$ cat src/rtl/pbfp_pkg.sv
// Shared types, widths and codes of the plane buffer flush policy unit.
package pbfp_pkg;

  localparam int NUM_PLANES = 16;
  localparam int PLANE_W    = (NUM_PLANES > 1) ? $clog2(NUM_PLANES) : 1;
  localparam int IDX_W      = $clog2(NUM_PLANES + 1);
  localparam int NUSE_W     = $clog2(NUM_PLANES + 1);

  localparam int PID_W      = 8;
  localparam int KIND_W     = 2;
  localparam int PIDX_W     = 6;
  localparam int CNT_W      = 25;
  localparam int CHUNK_W    = 20;
  localparam int MAXT_W     = 24;
  localparam int MIM_W      = 6;
  localparam int TOTAL_W    = CNT_W + PLANE_W;
  localparam int ENTRY_W    = 2 * CNT_W;

  localparam int APB_AW     = 4;
  localparam int APB_DW     = 32;
  localparam int REG_IDX_W  = APB_AW - 2;

  localparam logic [CNT_W-1:0]   CNT_MAX         = {CNT_W{1'b1}};
  localparam logic [CHUNK_W-1:0] CHUNK_RST       = CHUNK_W'(1024);
  localparam logic [MAXT_W-1:0]  MAX_TOTAL_RST   = MAXT_W'(65536);
  localparam logic [MIM_W-1:0]   MAX_IN_MEM_RST  = MIM_W'(10);

  localparam logic [REG_IDX_W-1:0] REG_GROW_STEP  = REG_IDX_W'(0);
  localparam logic [REG_IDX_W-1:0] REG_MAX_TOTAL  = REG_IDX_W'(1);
  localparam logic [REG_IDX_W-1:0] REG_MAX_IN_MEM = REG_IDX_W'(2);

  typedef enum logic [KIND_W-1:0] {
    KIND_FLUSH   = 2'd0,
    KIND_STORED  = 2'd1,
    KIND_DROPPED = 2'd2
  } kind_e;

  typedef struct packed {
    logic [CHUNK_W-1:0] grow_step;
    logic [MAXT_W-1:0]  max_total;
    logic [MIM_W-1:0]   max_in_mem;
  } cfg_t;

  typedef struct packed {
    logic [CNT_W-1:0] alloc;
    logic [CNT_W-1:0] used;
  } entry_t;

endpackage

$ cat src/rtl/pbfp_chan_if.sv
// Valid/ready channel interfaces for arriving items and results.
interface pbfp_in_if;
  logic                       valid;
  logic                       ready;
  logic [pbfp_pkg::PID_W-1:0] plane_id;

  modport source (output valid, output plane_id, input ready);
  modport sink   (input valid, input plane_id, output ready);
endinterface

interface pbfp_res_if;
  logic                        valid;
  logic                        ready;
  logic [pbfp_pkg::KIND_W-1:0] result_kind;
  logic [pbfp_pkg::PIDX_W-1:0] plane_index;
  logic [pbfp_pkg::CNT_W-1:0]  flushed_count;
  logic                        last;

  modport source (output valid, output result_kind, output plane_index,
                  output flushed_count, output last, input ready);
  modport sink   (input valid, input result_kind, input plane_index,
                  input flushed_count, input last, output ready);
endinterface

$ cat src/rtl/plane_buffer_flush_policy_unit.sv
// Plane buffer flush policy unit: top level with register file and sequencer.
// Each accepted item passes a scan of all planes, a decision, a flush pass if a rule fires
// and then a store or drop; a flush beat or the final beat can stall on the output. No new
// item is taken until its final beat is loaded. The scan reads one plane per cycle through
// the single RAM read port; the flush pass reads and then evaluates each plane in turn.
// Reset: configuration takes its reset values and the per-plane valid bits clear at once,
// so every plane reads as empty straight after reset; no clearing pass is needed.
module plane_buffer_flush_policy_unit (
  input  logic                        clk_i,
  input  logic                        rst_ni,
  input  logic                        psel,
  input  logic                        penable,
  input  logic                        pwrite,
  input  logic [pbfp_pkg::APB_AW-1:0] paddr,
  input  logic [pbfp_pkg::APB_DW-1:0] pwdata,
  output logic [pbfp_pkg::APB_DW-1:0] prdata,
  output logic                        pready,
  pbfp_in_if.sink                     in_i,
  pbfp_res_if.source                  res_o
);
  import pbfp_pkg::*;

  cfg_t cfg;

  // Configuration: the user must write it only while the sequencer is idle; not enforced here.
  pbfp_regs u_regs (
    .clk_i   (clk_i),
    .rst_ni  (rst_ni),
    .psel    (psel),
    .penable (penable),
    .pwrite  (pwrite),
    .paddr   (paddr),
    .pwdata  (pwdata),
    .prdata  (prdata),
    .pready  (pready),
    .cfg_o   (cfg)
  );

  // Sequencer: per item, scan all planes to sum allocations and count planes in use,
  // decide on the flush rules, sweep the planes again to flush in ascending order if a rule
  // fires, then read-modify-write the target plane or drop an item out of range. Results
  // leave through an output register, so the next item is taken while the final beat waits.
  pbfp_ctrl u_ctrl (
    .clk_i  (clk_i),
    .rst_ni (rst_ni),
    .cfg_i  (cfg),
    .in_i   (in_i),
    .res_o  (res_o)
  );

endmodule

$ cat src/rtl/pbfp_ram.sv
// Generic single-write, single-read synchronous RAM with registered read data.
module pbfp_ram #(
  parameter int WIDTH = 8,
  parameter int DEPTH = 16,
  localparam int AW   = (DEPTH > 1) ? $clog2(DEPTH) : 1
) (
  input  logic             clk_i,
  input  logic             we_i,
  input  logic [AW-1:0]    waddr_i,
  input  logic [WIDTH-1:0] wdata_i,
  input  logic             re_i,
  input  logic [AW-1:0]    raddr_i,
  output logic [WIDTH-1:0] rdata_o
);

  logic [WIDTH-1:0] mem_q [DEPTH];
  logic [WIDTH-1:0] rdata_q;

  always_ff @(posedge clk_i) begin
    if (we_i) begin
      mem_q[waddr_i] <= wdata_i;
    end
    if (re_i) begin
      rdata_q <= mem_q[raddr_i];
    end
  end

  assign rdata_o = rdata_q;

endmodule

$ cat src/rtl/pbfp_regs.sv
// APB-style configuration register file.
module pbfp_regs (
  input  logic                          clk_i,
  input  logic                          rst_ni,
  input  logic                          psel,
  input  logic                          penable,
  input  logic                          pwrite,
  input  logic [pbfp_pkg::APB_AW-1:0]   paddr,
  input  logic [pbfp_pkg::APB_DW-1:0]   pwdata,
  output logic [pbfp_pkg::APB_DW-1:0]   prdata,
  output logic                          pready,
  output pbfp_pkg::cfg_t                cfg_o
);
  import pbfp_pkg::*;

  cfg_t                 cfg_q;
  logic [REG_IDX_W-1:0] reg_idx;

  assign reg_idx = paddr[APB_AW-1:2];
  assign pready  = 1'b1;

  always_ff @(posedge clk_i or negedge rst_ni) begin
    if (!rst_ni) begin
      cfg_q.grow_step  <= CHUNK_RST;
      cfg_q.max_total  <= MAX_TOTAL_RST;
      cfg_q.max_in_mem <= MAX_IN_MEM_RST;
    end else if (psel && penable && pwrite && pready) begin
      case (reg_idx)
        REG_GROW_STEP:  cfg_q.grow_step  <= pwdata[CHUNK_W-1:0];
        REG_MAX_TOTAL:  cfg_q.max_total  <= pwdata[MAXT_W-1:0];
        REG_MAX_IN_MEM: cfg_q.max_in_mem <= pwdata[MIM_W-1:0];
        default: ;
      endcase
    end
  end

  always_comb begin
    case (reg_idx)
      REG_GROW_STEP:  prdata = APB_DW'(cfg_q.grow_step);
      REG_MAX_TOTAL:  prdata = APB_DW'(cfg_q.max_total);
      REG_MAX_IN_MEM: prdata = APB_DW'(cfg_q.max_in_mem);
      default:        prdata = '0;
    endcase
  end

  assign cfg_o = cfg_q;

endmodule

$ cat src/rtl/pbfp_ctrl.sv
// Sequencer: scans the plane table in RAM, flushes if a rule fires, then stores or drops the item.
module pbfp_ctrl (
  input  logic           clk_i,
  input  logic           rst_ni,
  input  pbfp_pkg::cfg_t cfg_i,
  pbfp_in_if.sink        in_i,
  pbfp_res_if.source     res_o
);
  import pbfp_pkg::*;

  typedef enum logic [2:0] {
    S_IDLE, S_SCAN, S_DECIDE, S_FRD, S_FEV, S_SRD, S_SEV
  } state_e;

  state_e               state_q;
  logic [PID_W-1:0]     pid_q;
  logic [IDX_W-1:0]     cnt_q;
  logic [TOTAL_W-1:0]   total_q;
  logic [NUSE_W-1:0]    inuse_q;
  logic [CNT_W-1:0]     best_q;
  logic [PLANE_W-1:0]   best_idx_q;
  logic                 flush_all_q;
  logic                 best_en_q;
  logic [NUM_PLANES-1:0] valid_q;
  logic                 rd_vld_q;

  logic                 out_valid_q;
  kind_e                out_kind_q;
  logic [PIDX_W-1:0]    out_idx_q;
  logic [CNT_W-1:0]     out_cnt_q;
  logic                 out_last_q;

  logic                 ram_re, ram_we;
  logic [PLANE_W-1:0]   ram_raddr, ram_waddr;
  entry_t               ram_wdata, ram_rdata, rd_entry;

  logic                 out_free, pid_ok, flush_hit, entry_used, out_load;
  logic                 do_flush_all, do_best;
  logic [IDX_W-1:0]     scan_idx;
  logic [CNT_W:0]       grow_sum, used_sum;
  logic [CNT_W-1:0]     new_alloc, new_used;

  pbfp_ram #(
    .WIDTH (ENTRY_W),
    .DEPTH (NUM_PLANES)
  ) u_ram (
    .clk_i   (clk_i),
    .we_i    (ram_we),
    .waddr_i (ram_waddr),
    .wdata_i (ram_wdata),
    .re_i    (ram_re),
    .raddr_i (ram_raddr),
    .rdata_o (ram_rdata)
  );

  // An entry never written since reset reads as zero.
  assign rd_entry   = rd_vld_q ? ram_rdata : '0;
  assign entry_used = (rd_entry.used != '0);
  assign out_free   = !out_valid_q || res_o.ready;
  assign pid_ok     = (pid_q < PID_W'(NUM_PLANES));
  assign scan_idx   = cnt_q - IDX_W'(1);
  assign flush_hit  = (flush_all_q || (best_en_q && (cnt_q[PLANE_W-1:0] == best_idx_q)))
                      && entry_used;
  // Load the output register with a flush beat or with the final beat.
  assign out_load   = ((state_q == S_FEV) && flush_hit && out_free)
                      || ((state_q == S_SEV) && out_free);

  assign do_flush_all = (7'(inuse_q) > 7'(cfg_i.max_in_mem));
  assign do_best      = (total_q >= TOTAL_W'(cfg_i.max_total)) && (inuse_q != '0);

  assign grow_sum = {1'b0, rd_entry.alloc} + (CNT_W+1)'(cfg_i.grow_step);
  assign used_sum = {1'b0, rd_entry.used} + (CNT_W+1)'(1);

  always_comb begin
    if (rd_entry.alloc == '0) begin
      new_alloc = CNT_W'(cfg_i.grow_step);
    end else if (rd_entry.used >= rd_entry.alloc) begin
      new_alloc = grow_sum[CNT_W] ? CNT_MAX : grow_sum[CNT_W-1:0];
    end else begin
      new_alloc = rd_entry.alloc;
    end
    new_used = used_sum[CNT_W] ? CNT_MAX : used_sum[CNT_W-1:0];
  end

  // RAM port control: at most one read or one write per cycle, never both.
  always_comb begin
    ram_re    = 1'b0;
    ram_raddr = cnt_q[PLANE_W-1:0];
    ram_we    = 1'b0;
    ram_waddr = cnt_q[PLANE_W-1:0];
    ram_wdata = '0;
    case (state_q)
      S_IDLE: begin
        ram_re    = in_i.valid;
        ram_raddr = '0;
      end
      S_SCAN: begin
        ram_re = (cnt_q < IDX_W'(NUM_PLANES));
      end
      S_FRD: begin
        ram_re = 1'b1;
      end
      S_FEV: begin
        ram_we = flush_hit && out_free;
      end
      S_SRD: begin
        ram_re    = pid_ok;
        ram_raddr = pid_q[PLANE_W-1:0];
      end
      S_SEV: begin
        ram_we    = pid_ok && out_free;
        ram_waddr = pid_q[PLANE_W-1:0];
        ram_wdata = '{alloc: new_alloc, used: new_used};
      end
      default: ;
    endcase
  end

  always_ff @(posedge clk_i or negedge rst_ni) begin
    if (!rst_ni) begin
      state_q     <= S_IDLE;
      pid_q       <= '0;
      cnt_q       <= '0;
      total_q     <= '0;
      inuse_q     <= '0;
      best_q      <= '0;
      best_idx_q  <= '0;
      flush_all_q <= 1'b0;
      best_en_q   <= 1'b0;
      valid_q     <= '0;
      rd_vld_q    <= 1'b0;
      out_valid_q <= 1'b0;
      out_kind_q  <= KIND_DROPPED;
      out_idx_q   <= '0;
      out_cnt_q   <= '0;
      out_last_q  <= 1'b0;
    end else begin
      if (out_load) begin
        out_valid_q <= 1'b1;
      end else if (res_o.ready) begin
        out_valid_q <= 1'b0;
      end
      if (ram_re) begin
        rd_vld_q <= valid_q[ram_raddr];
      end
      if (ram_we) begin
        valid_q[ram_waddr] <= 1'b1;
      end
      case (state_q)
        S_IDLE: begin
          if (in_i.valid) begin
            pid_q   <= in_i.plane_id;
            cnt_q   <= IDX_W'(1);
            total_q <= '0;
            inuse_q <= '0;
            state_q <= S_SCAN;
          end
        end
        S_SCAN: begin
          total_q <= total_q + TOTAL_W'(rd_entry.alloc);
          inuse_q <= inuse_q + NUSE_W'(entry_used);
          // Plane 0 seeds the search whether in use or not.
          if (cnt_q == IDX_W'(1)) begin
            best_q     <= rd_entry.alloc;
            best_idx_q <= '0;
          end else if ((rd_entry.alloc > best_q) && entry_used) begin
            best_q     <= rd_entry.alloc;
            best_idx_q <= scan_idx[PLANE_W-1:0];
          end
          if (cnt_q == IDX_W'(NUM_PLANES)) begin
            state_q <= S_DECIDE;
          end else begin
            cnt_q <= cnt_q + IDX_W'(1);
          end
        end
        S_DECIDE: begin
          flush_all_q <= do_flush_all;
          best_en_q   <= do_best;
          cnt_q       <= '0;
          state_q     <= (do_flush_all || do_best) ? S_FRD : S_SRD;
        end
        S_FRD: begin
          state_q <= S_FEV;
        end
        S_FEV: begin
          // Hold on a hit until the output register frees up.
          if (!flush_hit || out_free) begin
            if (flush_hit) begin
              out_kind_q  <= KIND_FLUSH;
              out_idx_q   <= PIDX_W'(cnt_q[PLANE_W-1:0]);
              out_cnt_q   <= rd_entry.used;
              out_last_q  <= 1'b0;
            end
            if (cnt_q == IDX_W'(NUM_PLANES - 1)) begin
              state_q <= S_SRD;
            end else begin
              cnt_q   <= cnt_q + IDX_W'(1);
              state_q <= S_FRD;
            end
          end
        end
        S_SRD: begin
          state_q <= S_SEV;
        end
        S_SEV: begin
          if (out_free) begin
            out_kind_q  <= pid_ok ? KIND_STORED : KIND_DROPPED;
            out_idx_q   <= pid_ok ? PIDX_W'(pid_q[PLANE_W-1:0]) : '0;
            out_cnt_q   <= '0;
            out_last_q  <= 1'b1;
            state_q     <= S_IDLE;
          end
        end
        default: state_q <= S_IDLE;
      endcase
    end
  end

  assign in_i.ready          = (state_q == S_IDLE);
  assign res_o.valid         = out_valid_q;
  assign res_o.result_kind   = out_kind_q;
  assign res_o.plane_index   = out_idx_q;
  assign res_o.flushed_count = out_cnt_q;
  assign res_o.last          = out_last_q;

  // The sequence never reads and writes one entry in the same cycle.
  a_no_rw_same: assert property (@(posedge clk_i) disable iff (!rst_ni)
    !(ram_re && ram_we && (ram_raddr == ram_waddr)))
    else $error("RAM read and write hit the same entry");

  // A flush is only reported for a plane in use.
  a_flush_nonzero: assert property (@(posedge clk_i) disable iff (!rst_ni)
    (out_valid_q && (out_kind_q == KIND_FLUSH)) |-> (out_cnt_q != '0))
    else $error("flush reported with zero used count");

  // Last marks the store or drop result and nothing else.
  a_last_kind: assert property (@(posedge clk_i) disable iff (!rst_ni)
    out_valid_q |-> (out_last_q == (out_kind_q != KIND_FLUSH)))
    else $error("last does not match result kind");

  // A new result is loaded only into a free output register.
  a_no_overwrite: assert property (@(posedge clk_i) disable iff (!rst_ni)
    (out_valid_q && !res_o.ready) |=> out_valid_q && $stable(out_kind_q)
                                       && $stable(out_idx_q) && $stable(out_cnt_q))
    else $error("pending result overwritten");

endmodule
$ cat src/flat_wrapper.sv
// flat-port wrapper written by rule: the top's interface ports become plain ports
module plane_buffer_flush_policy_unit_flat import pbfp_pkg::*;
  (clk_i, rst_ni, psel, penable, pwrite, paddr, pwdata, prdata, pready, in_i_valid, in_i_plane_id, in_i_ready, res_o_valid, res_o_result_kind, res_o_plane_index, res_o_flushed_count, res_o_last, res_o_ready);
  pbfp_in_if in_i_i ();
  pbfp_res_if res_o_i ();
  input  logic clk_i;
  input  logic rst_ni;
  input  logic psel;
  input  logic penable;
  input  logic pwrite;
  input  logic [pbfp_pkg::APB_AW-1:0] paddr;
  input  logic [pbfp_pkg::APB_DW-1:0] pwdata;
  output logic [pbfp_pkg::APB_DW-1:0] prdata;
  output logic pready;
  input wire logic [$bits(in_i_i.valid)-1:0] in_i_valid;
  input wire logic [$bits(in_i_i.plane_id)-1:0] in_i_plane_id;
  output wire logic [$bits(in_i_i.ready)-1:0] in_i_ready;
  output wire logic [$bits(res_o_i.valid)-1:0] res_o_valid;
  output wire logic [$bits(res_o_i.result_kind)-1:0] res_o_result_kind;
  output wire logic [$bits(res_o_i.plane_index)-1:0] res_o_plane_index;
  output wire logic [$bits(res_o_i.flushed_count)-1:0] res_o_flushed_count;
  output wire logic [$bits(res_o_i.last)-1:0] res_o_last;
  input wire logic [$bits(res_o_i.ready)-1:0] res_o_ready;
  assign in_i_i.valid = in_i_valid;
  assign in_i_i.plane_id = in_i_plane_id;
  assign in_i_ready = in_i_i.ready;
  assign res_o_valid = res_o_i.valid;
  assign res_o_result_kind = res_o_i.result_kind;
  assign res_o_plane_index = res_o_i.plane_index;
  assign res_o_flushed_count = res_o_i.flushed_count;
  assign res_o_last = res_o_i.last;
  assign res_o_i.ready = res_o_ready;
  plane_buffer_flush_policy_unit u_core (.clk_i(clk_i), .rst_ni(rst_ni), .psel(psel), .penable(penable), .pwrite(pwrite), .paddr(paddr), .pwdata(pwdata), .prdata(prdata), .pready(pready), .in_i(in_i_i), .res_o(res_o_i));
endmodule
$ cat config.mk
export PLATFORM = sky130hd
export DESIGN_NAME = plane_buffer_flush_policy_unit_flat
export DESIGN_NICKNAME = d
export VERILOG_FILES = /design/src/rtl/pbfp_pkg.sv /design/src/rtl/pbfp_chan_if.sv /design/src/rtl/plane_buffer_flush_policy_unit.sv /design/src/rtl/pbfp_ram.sv /design/src/rtl/pbfp_regs.sv /design/src/rtl/pbfp_ctrl.sv /design/src/flat_wrapper.sv
export SDC_FILE = /design/constraint.sdc
export NUM_CORES = 1
export LEC_CHECK = 0
export BUFFER_PORTS_ARGS = -buffer_cell sky130_fd_sc_hd__buf_2
export CAP_MARGIN = 20
export CORE_MARGIN = 4
export CORE_UTILIZATION = 45
export DETAILED_ROUTE_END_ITERATION = 8
export GPL_TIMING_DRIVEN = 0
export PLACE_DENSITY = 0.69
export SETUP_SLACK_MARGIN = 0.2
export SLEW_MARGIN = 20
export SYNTH_ARGS = -nofsm -noshare
export SYNTH_HDL_FRONTEND = slang
export SYNTH_HIERARCHICAL = 1
export SYNTH_SLANG_ARGS = --single-unit
$ cat constraint.sdc
create_clock -name clk_i -period 7.2 [get_ports clk_i]
set_input_delay 1.08 -clock clk_i [delete_from_list [all_inputs] [get_ports clk_i]]
set_output_delay 1.08 -clock clk_i [all_outputs]
set_load 0.005 [all_outputs]
==> impl_results.html, run 1 <==
<table>
<tr><th>Metric</th><th>Value</th></tr>
<tr><th colspan="2">Synth</th></tr>
<tr><td>Number of enable-type register cells in the synthesized netlist</td><td>850</td></tr>
<tr><td>Sequential share of the synthesized area</td><td>0.663</td></tr>
<tr><td>Cell Area, Synth</td><td>about 45000 sq um</td></tr>
<tr><td>Synth async-reset ratio</td><td>0.176</td></tr>
<tr><td>Average cell area after synthesis</td><td>around 16 sq um</td></tr>
<tr><td>Adder and majority gate portion of the synthesized area</td><td>0.0333</td></tr>
<tr><td>Simple logic cell fraction of the synthesized area</td><td>0.0569</td></tr>
<tr><td>Multiplexer fraction of the synthesized cell area</td><td>0.129</td></tr>
<tr><td>Number of library cell types mapped by synthesis</td><td>94</td></tr>
<tr><td>Combinational family with the most area after synthesis</td><td>multiplexers</td></tr>
<tr><td>Most used flip-flop cell after synthesis</td><td>sky130_fd_sc_hd__edfxtp_1</td></tr>
<tr><td>Post-synthesis sequential element count</td><td>~1000</td></tr>
<tr><td>Share of the synthesized netlist area taken by xor and xnor gates</td><td>0.0141</td></tr>
<tr><td>Post-synthesis cell count</td><td>~2900</td></tr>
<tr><td>Compound-Gate Fraction of Synth Area</td><td>0.0761</td></tr>
<tr><td>Yosys warnings</td><td>6</td></tr>
<tr><th colspan="2">Pwr</th></tr>
<tr><td>Combinational power share</td><td>0.389</td></tr>
<tr><td>Largest vdd supply drop</td><td>~0.28 mV</td></tr>
<tr><td>Sequential share of power</td><td>0.370</td></tr>
<tr><td>Power Internal</td><td>roughly 13 mW</td></tr>
<tr><td>Switching part of the total power</td><td>0.370</td></tr>
<tr><td>Net switching power</td><td>a little under 8 mW</td></tr>
<tr><td>Leak Pwr</td><td>slightly above 20 nW</td></tr>
<tr><td>Overall power after layout</td><td>a little over 20 mW</td></tr>
<tr><td>Part of the total power dissipated in the clock network</td><td>0.241</td></tr>
<tr><td>Pwr per Cell Area</td><td>396 nW/um^2</td></tr>
<tr><th colspan="2">Detailed routing</th></tr>
<tr><td>Via count normalized by instance count</td><td>between 6 and 7</td></tr>
<tr><td>Iteration-0 DRC count of the detailed router</td><td>3340</td></tr>
<tr><td>First-pass iteration count of the detailed router</td><td>6</td></tr>
<tr><td>Final antenna-violating net count</td><td>0</td></tr>
<tr><td>Post-route DRC violation count</td><td>0</td></tr>
<tr><td>Wire per inst</td><td>around 26 um</td></tr>
<tr><td>Total Wirelength</td><td>120 mm</td></tr>
<tr><td>Vias</td><td>~28000</td></tr>
<tr><th colspan="2">Critical path</th></tr>
<tr><td>Data arrival time at the worst-slack endpoint</td><td>roughly 7.4 ns</td></tr>
<tr><td>Crit end category</td><td>flop</td></tr>
<tr><td>Maximum single-stage delay on the critical path</td><td>around 0.67 ns</td></tr>
<tr><td>Cell Chain, Critical Path</td><td>buf_2 &gt; buf_2 &gt; buf_2 &gt; buf_2 &gt; buf_2 &gt; buf_1 &gt; nand2_1 &gt; ha_1 &gt; a21o_1 &gt; nand3_1 &gt; a21oi_1 &gt; a2111oi_0 &gt; o2111ai_1 &gt; o21ai_0 &gt; buf_2 &gt; buf_2 &gt; nor2_1 &gt; xnor2_1 &gt; a21oi_2</td></tr>
<tr><td>Max stage delay cell, worst path</td><td>sky130_fd_sc_hd__a21oi_2</td></tr>
<tr><td>Critical path peak fanout</td><td>16</td></tr>
<tr><td>CP required</td><td>between 7 and 8 ns</td></tr>
<tr><td>Most numerous cell on the critical path</td><td>sky130_fd_sc_hd__buf_2</td></tr>
<tr><td>Critical path class</td><td>flop to flop</td></tr>
<tr><td>CP startpoint kind</td><td>flop</td></tr>
<tr><th colspan="2">Global route</th></tr>
<tr><td>GRT Total Usage</td><td>0.223</td></tr>
<tr><td>Vias in the first global route</td><td>approximately 27000</td></tr>
<tr><td>Overflow left after global routing</td><td>0</td></tr>
<tr><td>Global-route wire length before repair</td><td>178 mm</td></tr>
<tr><td>Number of antenna violations at the first check in global routing</td><td>1</td></tr>
<tr><td>Pin count of the biggest net entering global routing</td><td>91</td></tr>
<tr><th colspan="2">Timing</th></tr>
<tr><td>Clock Skew</td><td>~0.072 ns</td></tr>
<tr><td>Tcrit/Tclk final</td><td>0.969</td></tr>
<tr><td>Max Freq</td><td>about 140 MHz</td></tr>
<tr><td>Final hold violation count</td><td>0</td></tr>
<tr><td>Setup repair after global routing missed its margin</td><td>no</td></tr>
<tr><td>Final Setup Violations</td><td>0</td></tr>
<tr><td>Worst hold slack across all endpoints</td><td>between 0.2 and 0.25 ns</td></tr>
<tr><td>Setup TNS</td><td>0 ns</td></tr>
<tr><td>Min cycle time layout</td><td>roughly 7 ns</td></tr>
<tr><td>Worst Max-Slew Pin Slew</td><td>between 1 and 1.5 ns</td></tr>
<tr><td>Max-slew violation count</td><td>0</td></tr>
<tr><td>Relative slew slack</td><td>0.280</td></tr>
<tr><th colspan="2">Worst hold path</th></tr>
<tr><td>Hold crit path type</td><td>primary input to async pin</td></tr>
<tr><th colspan="2">Finish</th></tr>
<tr><td>Area used by multi-input combinational logic</td><td>between 10000 and 15000 sq um</td></tr>
<tr><td>Number of inserted diodes</td><td>0</td></tr>
<tr><td>Ratio of cells with drive above 1 in the final layout</td><td>0.225</td></tr>
<tr><td>Combined flip-flop and latch cell area</td><td>~30000 sq um</td></tr>
<tr><td>Nets@finish</td><td>roughly 3400</td></tr>
<tr><td>Number of inserted filler cells in the final layout</td><td>7883</td></tr>
<tr><td>Final core area utilization</td><td>0.524</td></tr>
<tr><td>Layout overhead on the synthesized area</td><td>15.6%</td></tr>
<tr><th colspan="2">Die</th></tr>
<tr><td>Core outline area</td><td>100000 sq um</td></tr>
<tr><td>Vert. Die Dim</td><td>roughly 330 um</td></tr>
<tr><td>Effective utilization at floorplan</td><td>0.454</td></tr>
<tr><td>X dimension of the die</td><td>between 300 and 400 um</td></tr>
<tr><td># rows</td><td>between 100 and 150</td></tr>
<tr><td>Die outline area</td><td>106000 sq um</td></tr>
<tr><td>Total I/O pin count</td><td>120</td></tr>
<tr><th colspan="2">Clock tree</th></tr>
<tr><td>Clock insertion delay at the later pin of the skew report</td><td>0.71 ns</td></tr>
<tr><td>Clock tree from TritonCTS</td><td>built</td></tr>
<tr><td>Library cell used as clock root buffer</td><td>sky130_fd_sc_hd__clkbuf_16</td></tr>
<tr><td>Total clock sinks</td><td>1031</td></tr>
<tr><td>Max Buffers Root-to-Sink</td><td>3</td></tr>
<tr><td>Total number of H-tree levels</td><td>3</td></tr>
<tr><td>Register clock-pin slew on the reported worst setup and hold paths</td><td>~0.060 ns</td></tr>
<tr><td>Number of buffers created by CTS</td><td>~100</td></tr>
<tr><td>Hold_buf cts</td><td>0</td></tr>
<tr><th colspan="2">Flow run</th></tr>
<tr><td>MaxCap Viol Count</td><td>0</td></tr>
<tr><th colspan="2">Placed design</th></tr>
<tr><td>Half-perimeter wire length after placement</td><td>about 84 mm</td></tr>
<tr><td>Routability-driven placement congestion ratio</td><td>0.875</td></tr>
<tr><td>I/O Buffers</td><td>96</td></tr>
<tr><th colspan="2">Status</th></tr>
<tr><td>Result of the run</td><td>finished clean</td></tr>
</table>
[cell families after synthesis]
kind of cell | Yosys count
mux | 323
other cells | 3
buf+inv | 290
compound gates | 517
xor+xnor | 73
flops | 1031
fa+ha+maj | 120
simple gates | 540
[flip-flops by register name (all words and copies together) (netlist names), 4 cells and up]
register	flops
u_core/u_ctrl/u_ram/rdata_o	50
u_core/u_ctrl/inuse_q	5
u_core/u_ctrl/valid_q	16
u_core/u_ctrl/res_o.flushed_count	25
u_core/u_ctrl/best_idx_q	4
u_core/u_ctrl/u_ram/mem_q	800
u_core/u_ctrl/total_q	29
u_core/u_ctrl/res_o.plane_index	4
u_core/u_ctrl/cnt_q	5
u_core/u_ctrl/pid_q	8
u_core/u_regs/cfg_o	50
u_core/u_ctrl/best_q	25
[through the flow]
stage | instance area (sq um) | instances | worst slack [ns]
6_report | 52400 | 4561 | 0.221
5_1_grt | 52400 | 4561 | 0.221
4_1_cts | 52200 | 4551 | 0.233
3_5_place_dp | 49100 | 4363 | -0.356
3_3_place_gp | 47500 | 4299 | -4.13
2_1_floorplan | 45400 | 2905 | 0.936
[layout make-up]
| class | instances | share of cell area |
|---|---|---|
| Clock inverter | 51 | 0.00871 |
| Tap cell | 1298 | 0.0310 |
| Buffer | 162 | 0.0150 |
| Clock buffer | 130 | 0.0510 |
| Multi-Input combinational cell | 1584 | 0.275 |
| Timing Repair Buffer | 177 | 0.0370 |
| Sequential cell | 1031 | 0.573 |
| Inverter | 128 | 0.00916 |
[timing repair]
item,in CTS,in global routing
pin swaps,3,2
setup buffers,7,9
resized for setup,2,1
endpoints found under the setup margin,525,120
[critical path, delay by kind of cell (launching register included)]
family	cells	cell delay (ns)
AND/OR/NAND/NOR	3	0.55
AO/OA/AOI/OAI	6	2.10
adder cells (fa/ha/maj)	1	0.43
XOR/XNOR	1	0.14
flip-flops	1	0.31
buffers and inverters	8	3.10
[power by group through the flow]
| stage | registers [mW] | clock network (mW) | logic, mW |
|---|---|---|---|
| 4_1_cts | 7.67 | 5.10 | 7.97 |
| 6_report | 7.68 | 5.01 | 8.08 |
| 2_1_floorplan | 7.59 | 0 | 5.44 |
| 3_3_place_gp | 7.83 | 0 | 7.62 |
| 5_1_grt | 7.73 | 5.38 | 8.71 |
| 3_5_place_dp | 7.79 | 0 | 7.92 |
[synthesized netlist by cell type, types with 8 or more instances]
library cell / n / share of area
sky130_fd_sc_hd__buf_2: 38 / 0.0042
sky130_fd_sc_hd__and3_1: 23 / 0.0032
sky130_fd_sc_hd__edfxtp_1: 850 / 0.56
sky130_fd_sc_hd__nor2b_1: 19 / 0.0026
sky130_fd_sc_hd__clkbuf_1: 80 / 0.0066
sky130_fd_sc_hd__and2_1: 17 / 0.0023
sky130_fd_sc_hd__mux4_2: 201 / 0.10
sky130_fd_sc_hd__nand3_1: 62 / 0.0068
sky130_fd_sc_hd__ha_1: 116 / 0.032
sky130_fd_sc_hd__o31ai_1: 21 / 0.0035
sky130_fd_sc_hd__xnor2_1: 49 / 0.0095
sky130_fd_sc_hd__xor2_1: 24 / 0.0046
sky130_fd_sc_hd__a21oi_1: 117 / 0.013
sky130_fd_sc_hd__inv_1: 125 / 0.010
sky130_fd_sc_hd__dfrtp_1: 176 / 0.097
sky130_fd_sc_hd__and4_1: 8 / 0.0015
sky130_fd_sc_hd__buf_1: 16 / 0.0013
sky130_fd_sc_hd__o211ai_1: 11 / 0.0018
sky130_fd_sc_hd__o21a_1: 13 / 0.0022
sky130_fd_sc_hd__o21ai_0: 99 / 0.011
sky130_fd_sc_hd__nor3_1: 26 / 0.0029
sky130_fd_sc_hd__nor2_1: 87 / 0.0072
sky130_fd_sc_hd__buf_4: 22 / 0.0036
sky130_fd_sc_hd__nand4_1: 18 / 0.0025
sky130_fd_sc_hd__mux2i_1: 56 / 0.012
sky130_fd_sc_hd__nor4_1: 14 / 0.0019
sky130_fd_sc_hd__a21o_1: 50 / 0.0083
sky130_fd_sc_hd__mux2_2: 58 / 0.014
sky130_fd_sc_hd__nand2_1: 221 / 0.018
sky130_fd_sc_hd__nand2b_1: 14 / 0.0019
sky130_fd_sc_hd__a22oi_1: 101 / 0.017
sky130_fd_sc_hd__a31oi_1: 14 / 0.0019
[layout by cell type (no fill, tap or decap), drive strengths merged, types with 19 or more instances in the layout]
| master | netlist | routed |
|---|---|---|
| a21o | 50 | 50 |
| a21oi | 119 | 119 |
| a22oi | 101 | 101 |
| and3 | 23 | 23 |
| buf | 82 | 258 |
| clkbuf | 80 | 211 |
| clkinv | 1 | 43 |
| dfrtp | 176 | 176 |
| edfxtp | 850 | 850 |
| ha | 116 | 116 |
| inv | 127 | 131 |
| mux2 | 66 | 66 |
| mux2i | 56 | 56 |
| mux4 | 201 | 201 |
| nand2 | 222 | 222 |
| nand3 | 63 | 63 |
| nor2 | 87 | 87 |
| nor2b | 19 | 19 |
| nor3 | 26 | 26 |
| o21ai | 102 | 102 |
| o31ai | 23 | 23 |
| xnor2 | 49 | 49 |
| xor2 | 24 | 24 |
[per-layer routing]
| metal | vias up | part of all wire | global-route usage | wire length (um) |
|---|---|---|---|---|
| met5 | - | 0 | 0 | 0 |
| met4 | 0 | 0.030 | 0.0639 | 3580 |
| met3 | 222 | 0.096 | 0.0427 | 11500 |
| li1 | 11900 | - | - | - |
| met1 | 14000 | 0.40 | 0.314 | 48200 |
| met2 | 1469 | 0.47 | 0.356 | 56400 |
[path summary, 6_finish.rpt]
path                                                       from                                         end  slack, ns  cells after the start
setup / recovery             u_core/u_ctrl/rd_vld_q$_DFFE_PN0P_  u_core/u_ctrl/u_ram/mem_q[3][30]$_DFFE_PP_       0.22                     19
hold / removal                                           rst_ni       u_core/u_ctrl/total_q[13]$_DFFE_PN0P_       0.20                      1
setup reg to reg             u_core/u_ctrl/rd_vld_q$_DFFE_PN0P_  u_core/u_ctrl/u_ram/mem_q[3][30]$_DFFE_PP_       0.22                     19
hold reg to reg            u_core/u_ctrl/valid_q[4]$_DFFE_PN0P_        u_core/u_ctrl/valid_q[4]$_DFFE_PN0P_       0.46                      1
max in group asynchronous                                rst_ni          u_core/u_ctrl/pid_q[4]$_DFFE_PN0P_       5.85                      3
min in group clk_i         u_core/u_ctrl/valid_q[4]$_DFFE_PN0P_        u_core/u_ctrl/valid_q[4]$_DFFE_PN0P_       0.46                      1
Power figures use the tool's default switching activity.
==> run 2: changes to the inputs <==
--- a/config.mk
+++ b/config.mk
@@ -5,10 +5,11 @@
 export SDC_FILE = /design/constraint.sdc
 export NUM_CORES = 1
 export LEC_CHECK = 0
-export BUFFER_PORTS_ARGS = -buffer_cell sky130_fd_sc_hd__buf_2
+export BUFFER_PORTS_ARGS = -buffer_cell sky130_fd_sc_hd__clkbuf_2
 export CAP_MARGIN = 20
 export CORE_MARGIN = 4
 export CORE_UTILIZATION = 45
+export CTS_CLUSTER_SIZE = 8
 export DETAILED_ROUTE_END_ITERATION = 8
 export GPL_TIMING_DRIVEN = 0
 export PLACE_DENSITY = 0.69
==> run 2 against run 1 <==
- non-clock buffer count down 4
- via count up 1.8%
- flip-flop and latch count unchanged
- highest routed layer unchanged
==> impl_results.html, run 2 (same netlist as run 1, synthesis figures left out) <==
<table>
<tr><th>Metric</th><th>Value</th></tr>
<tr><th colspan="2">Critical path</th></tr>
<tr><td>Most numerous cell on the critical path</td><td>sky130_fd_sc_hd__buf_2</td></tr>
<tr><td>Critical path peak fanout</td><td>16 (unchanged)</td></tr>
<tr><td>Max stage delay cell, worst path</td><td>sky130_fd_sc_hd__o21ai_0</td></tr>
<tr><td>Maximum single-stage delay on the critical path</td><td>0.67 ns (about the same)</td></tr>
<tr><td>Crit path buffers/inverters</td><td>8 (unchanged)</td></tr>
<tr><td>Cell Chain, Critical Path</td><td>buf_2 &gt; buf_2 &gt; buf_2 &gt; buf_2 &gt; buf_2 &gt; buf_1 &gt; nand2_1 &gt; ha_1 &gt; a21o_1 &gt; nand3_1 &gt; a21oi_1 &gt; a2111oi_0 &gt; o2111ai_1 &gt; o21ai_0 &gt; buf_2 &gt; buf_2 &gt; nor2_1 &gt; xnor2_1 &gt; a21oi_2</td></tr>
<tr><td>Worst flop-to-flop path endpoint</td><td>u_core/u_ctrl/u_ram/mem_q[2][33]$_DFFE_PP_</td></tr>
<tr><td>Crit Reg-Reg Startpoint</td><td>u_core/u_ctrl/rd_vld_q$_DFFE_PN0P_</td></tr>
<tr><td>Crit end category</td><td>flop</td></tr>
<tr><td>Reg2reg setup slack</td><td>0.27 ns (+0.05 ns)</td></tr>
<tr><td>Data arrival time at the worst-slack endpoint</td><td>7.36 ns (about the same)</td></tr>
<tr><td>CP startpoint kind</td><td>flop</td></tr>
<tr><td>CP required</td><td>7.62 ns (+0.05 ns)</td></tr>
<tr><td>Kind of cell adding the most delay to the critical path</td><td>buffers and inverters</td></tr>
<tr><td>Count of cells along the worst register-to-register path</td><td>19 (unchanged)</td></tr>
<tr><td>Critical path class</td><td>flop to flop</td></tr>
<tr><th colspan="2">Pwr</th></tr>
<tr><td>Pwr per Cell Area</td><td>415 nW/um^2 (+4.8%)</td></tr>
<tr><td>Leak Pwr</td><td>20.7 nW (+2.3%)</td></tr>
<tr><td>Part of the total power dissipated in the clock network</td><td>0.289 (+0.048)</td></tr>
<tr><td>Combinational power share</td><td>0.365 (-0.024)</td></tr>
<tr><td>Switching part of the total power</td><td>0.362 (-0.00718)</td></tr>
<tr><td>Sequential share of power</td><td>0.346 (-0.024)</td></tr>
<tr><td>Power Internal</td><td>14.2 mW (+8.3%)</td></tr>
<tr><td>Overall power after layout</td><td>22.2 mW (+7.0%)</td></tr>
<tr><td>Net switching power</td><td>8.06 mW (+5.0%)</td></tr>
<tr><td>Largest vdd supply drop</td><td>0.273 mV (-3.1%)</td></tr>
<tr><th colspan="2">Die</th></tr>
<tr><td>Vert. Die Dim</td><td>326 um (unchanged)</td></tr>
<tr><td>Die outline area</td><td>106000 sq um (unchanged)</td></tr>
<tr><td>Core outline area</td><td>100000 sq um (unchanged)</td></tr>
<tr><td>Total I/O pin count</td><td>120 (unchanged)</td></tr>
<tr><td>Effective utilization at floorplan</td><td>0.454 (unchanged)</td></tr>
<tr><td>X dimension of the die</td><td>326 um (unchanged)</td></tr>
<tr><td># rows</td><td>116 (unchanged)</td></tr>
<tr><th colspan="2">Timing</th></tr>
<tr><td>Tcrit/Tclk final</td><td>0.963 (-0.00648)</td></tr>
<tr><td>Max Freq</td><td>144 MHz (+0.67%)</td></tr>
<tr><td>Worst Max-Slew Pin Slew</td><td>1.12 ns (+0.0383 ns)</td></tr>
<tr><td>Min cycle time layout</td><td>6.93 ns (-0.0466 ns)</td></tr>
<tr><td>Final hold violation count</td><td>0 (unchanged)</td></tr>
<tr><td>Final Setup Violations</td><td>0 (unchanged)</td></tr>
<tr><td>Setup repair after global routing missed its margin</td><td>no</td></tr>
<tr><td>Final WS setup</td><td>0.267 ns (+0.0466 ns)</td></tr>
<tr><td>Setup TNS</td><td>0 ns (unchanged)</td></tr>
<tr><td>Max-slew violation count</td><td>0 (unchanged)</td></tr>
<tr><td>Worst hold slack across all endpoints</td><td>0.192 ns (-0.0126 ns)</td></tr>
<tr><td>Relative slew slack</td><td>0.255 (-0.0255)</td></tr>
<tr><td>Clock Skew</td><td>0.0709 ns (-0.00132 ns)</td></tr>
<tr><th colspan="2">Clock tree</th></tr>
<tr><td>Number of buffers created by CTS</td><td>147 (+46%)</td></tr>
<tr><td>Clock insertion delay at the later pin of the skew report</td><td>0.76 ns (+0.05 ns)</td></tr>
<tr><td>Library cell used as clock root buffer</td><td>sky130_fd_sc_hd__clkbuf_16</td></tr>
<tr><td>Total clock sinks</td><td>1031 (unchanged)</td></tr>
<tr><td>Max Buffers Root-to-Sink</td><td>3 (unchanged)</td></tr>
<tr><td>Clock tree from TritonCTS</td><td>built</td></tr>
<tr><td>Total number of H-tree levels</td><td>4 (+1)</td></tr>
<tr><td>Register clock-pin slew on the reported worst setup and hold paths</td><td>0.05 ns (about the same)</td></tr>
<tr><td>Hold_buf cts</td><td>0 (unchanged)</td></tr>
<tr><th colspan="2">Finish</th></tr>
<tr><td>Number of inserted diodes</td><td>0 (unchanged)</td></tr>
<tr><td>Nets@finish</td><td>3396 (+1.3%)</td></tr>
<tr><td>Area used by multi-input combinational logic</td><td>14400 sq um (-0.10%)</td></tr>
<tr><td>Count of placed standard cells in the final layout, fillers left out</td><td>4613 (+1.1%)</td></tr>
<tr><td>Leading cell types in the layout, fill and taps excluded</td><td>850 x sky130_fd_sc_hd__edfxtp_1, 221 x sky130_fd_sc_hd__nand2_1, 201 x sky130_fd_sc_hd__mux4_2</td></tr>
<tr><td>Number of inserted filler cells in the final layout</td><td>7841 (-0.53%)</td></tr>
<tr><td>Final core area utilization</td><td>0.535 (+0.0112)</td></tr>
<tr><td>Layout overhead on the synthesized area</td><td>18.0%</td></tr>
<tr><td>Ratio of cells with drive above 1 in the final layout</td><td>0.227 (+0.00250)</td></tr>
<tr><td>Flip-flop count of the largest register after layout</td><td>800 (unchanged)</td></tr>
<tr><td>Final non-filler cell area</td><td>53500 sq um (+2.1%)</td></tr>
<tr><td>Largest register by flop count</td><td>u_core/u_ctrl/u_ram/mem_q</td></tr>
<tr><td>Most common cell after layout, fill and taps aside</td><td>sky130_fd_sc_hd__edfxtp_1</td></tr>
<tr><td>Combined flip-flop and latch cell area</td><td>30100 sq um (unchanged)</td></tr>
<tr><th colspan="2">Detailed routing</th></tr>
<tr><td>Met2 wire length</td><td>58.1 mm (+3.0%)</td></tr>
<tr><td>Routed met3 length</td><td>12.1 mm (+5.4%)</td></tr>
<tr><td>Top layer used by detailed routing</td><td>met4</td></tr>
<tr><td>Vias</td><td>28100 (+1.8%)</td></tr>
<tr><td>First-pass iteration count of the detailed router</td><td>5 (-1)</td></tr>
<tr><td>Post-route DRC violation count</td><td>0 (unchanged)</td></tr>
<tr><td>Wl on met1</td><td>48.8 mm (+1.3%)</td></tr>
<tr><td>Via count normalized by instance count</td><td>6.09 (+0.61%)</td></tr>
<tr><td>Wire per inst</td><td>26.7 um (+1.6%)</td></tr>
<tr><td>Total Wirelength</td><td>123 mm (+2.8%)</td></tr>
<tr><td>Iteration-0 DRC count of the detailed router</td><td>3416 (+2.3%)</td></tr>
<tr><td>Final antenna-violating net count</td><td>0 (unchanged)</td></tr>
<tr><th colspan="2">Placed design</th></tr>
<tr><td>Half-perimeter wire length after placement</td><td>84.6 mm (+0.43%)</td></tr>
<tr><td>Routability-driven placement congestion ratio</td><td>0.876 (about the same)</td></tr>
<tr><td>Pre-CTS WS</td><td>-0.303 ns (+0.0533 ns)</td></tr>
<tr><td>I/O Buffers</td><td>96 (unchanged)</td></tr>
<tr><td>Post-place instance area</td><td>48900 sq um (-0.28%)</td></tr>
<tr><td>Dpl cells</td><td>4361 (-0.046%)</td></tr>
<tr><th colspan="2">Global route</th></tr>
<tr><td>Vias in the first global route</td><td>28400 (+4.7%)</td></tr>
<tr><td>Pin count of the biggest net entering global routing</td><td>89 (-2.2%)</td></tr>
<tr><td>Number of antenna violations at the first check in global routing</td><td>0 (-1)</td></tr>
<tr><td>Global-route wire length before repair</td><td>182 mm (+2.8%)</td></tr>
<tr><td>Overflow left after global routing</td><td>0 (unchanged)</td></tr>
<tr><td>GRT Total Usage</td><td>0.230 (+0.00749)</td></tr>
<tr><th colspan="2">Status</th></tr>
<tr><td>Result of the run</td><td>finished clean</td></tr>
<tr><th colspan="2">Flow run</th></tr>
<tr><td>MaxCap Viol Count</td><td>0 (unchanged)</td></tr>
<tr><th colspan="2">Worst hold path</th></tr>
<tr><td>Hold crit path type</td><td>primary input to async pin</td></tr>
</table>
[run 2: worst reg2reg max path, delay by kind of cell (launching register included)]
family                     cells  cell delay [ns]
buffers and inverters          8             3.04
DFF                            1             0.32
xor gates and xnor gates       1             0.16
adders and majority gates      1             0.42
and+or+nand+nor                3             0.58
AOI/OAI and AO/OA              6             2.12
[run 2: per-layer routing]
metal,vias up,global-route usage
li1,12000,-
met1,14300,0.315
met2,1512,0.365
met3,263,0.0504
met4,0,0.0823
met5,-,0
[run 2: worst max path at each step]
| stage | slack, ns | to | depth (start not counted) | startpoint |
|---|---|---|---|---|
| final | 0.27 | u_core/u_ctrl/u_ram/mem_q[2][33]$_DFFE_PP_ | 19 | u_core/u_ctrl/rd_vld_q$_DFFE_PN0P_ |
| after global routing | 0.14 | u_core/u_ctrl/u_ram/mem_q[12][2]$_DFFE_PP_ | 21 | u_core/u_ctrl/rd_vld_q$_DFFE_PN0P_ |
| after CTS | 0.24 | u_core/u_ctrl/u_ram/mem_q[1][31]$_DFFE_PP_ | 20 | u_core/u_ctrl/rd_vld_q$_DFFE_PN0P_ |
| after detailed placement | -0.30 | u_core/u_ctrl/u_ram/mem_q[2][44]$_DFFE_PP_ | 21 | u_core/u_ctrl/rd_vld_q$_DFFE_PN0P_ |
| after global placement | -4.26 | u_core/u_ctrl/u_ram/mem_q[3][2]$_DFFE_PP_ | 18 | u_core/u_ctrl/rd_vld_q$_DFFE_PN0P_ |
| after floorplan | 0.94 | u_core/u_ctrl/u_ram/mem_q[1][0]$_DFFE_PP_ | 18 | u_core/u_ctrl/rd_vld_q$_DFFE_PN0P_ |
[run 2: final cells by class]
class | count | share of cell area
flip-flops and latches | 1031 | 0.561
multi-input cells | 1584 | 0.269
inverters | 128 | 0.00897
plain buffers | 162 | 0.0147
clock buffers | 221 | 0.0739
clock inverters | 16 | 0.00813
well taps | 1298 | 0.0303
repair buffers | 173 | 0.0339
[run 2: power by group through the flow]
stage | sequential (mW) | clock, mW | combinational (mW)
global placement | 7.83 | 0 | 7.62
finish | 7.70 | 6.43 | 8.12
detailed placement | 7.79 | 0 | 7.93
CTS | 7.69 | 6.52 | 8.00
global route | 7.74 | 6.83 | 8.74
floorplan | 7.59 | 0 | 5.44
[run 2: what timing repair did]
action	in CTS	in global routing
buffers inserted	2	12
endpoints found under the hold margin	0	0
setup endpoints to repair	479	619
resized for setup	2	3
pin swaps	2	4
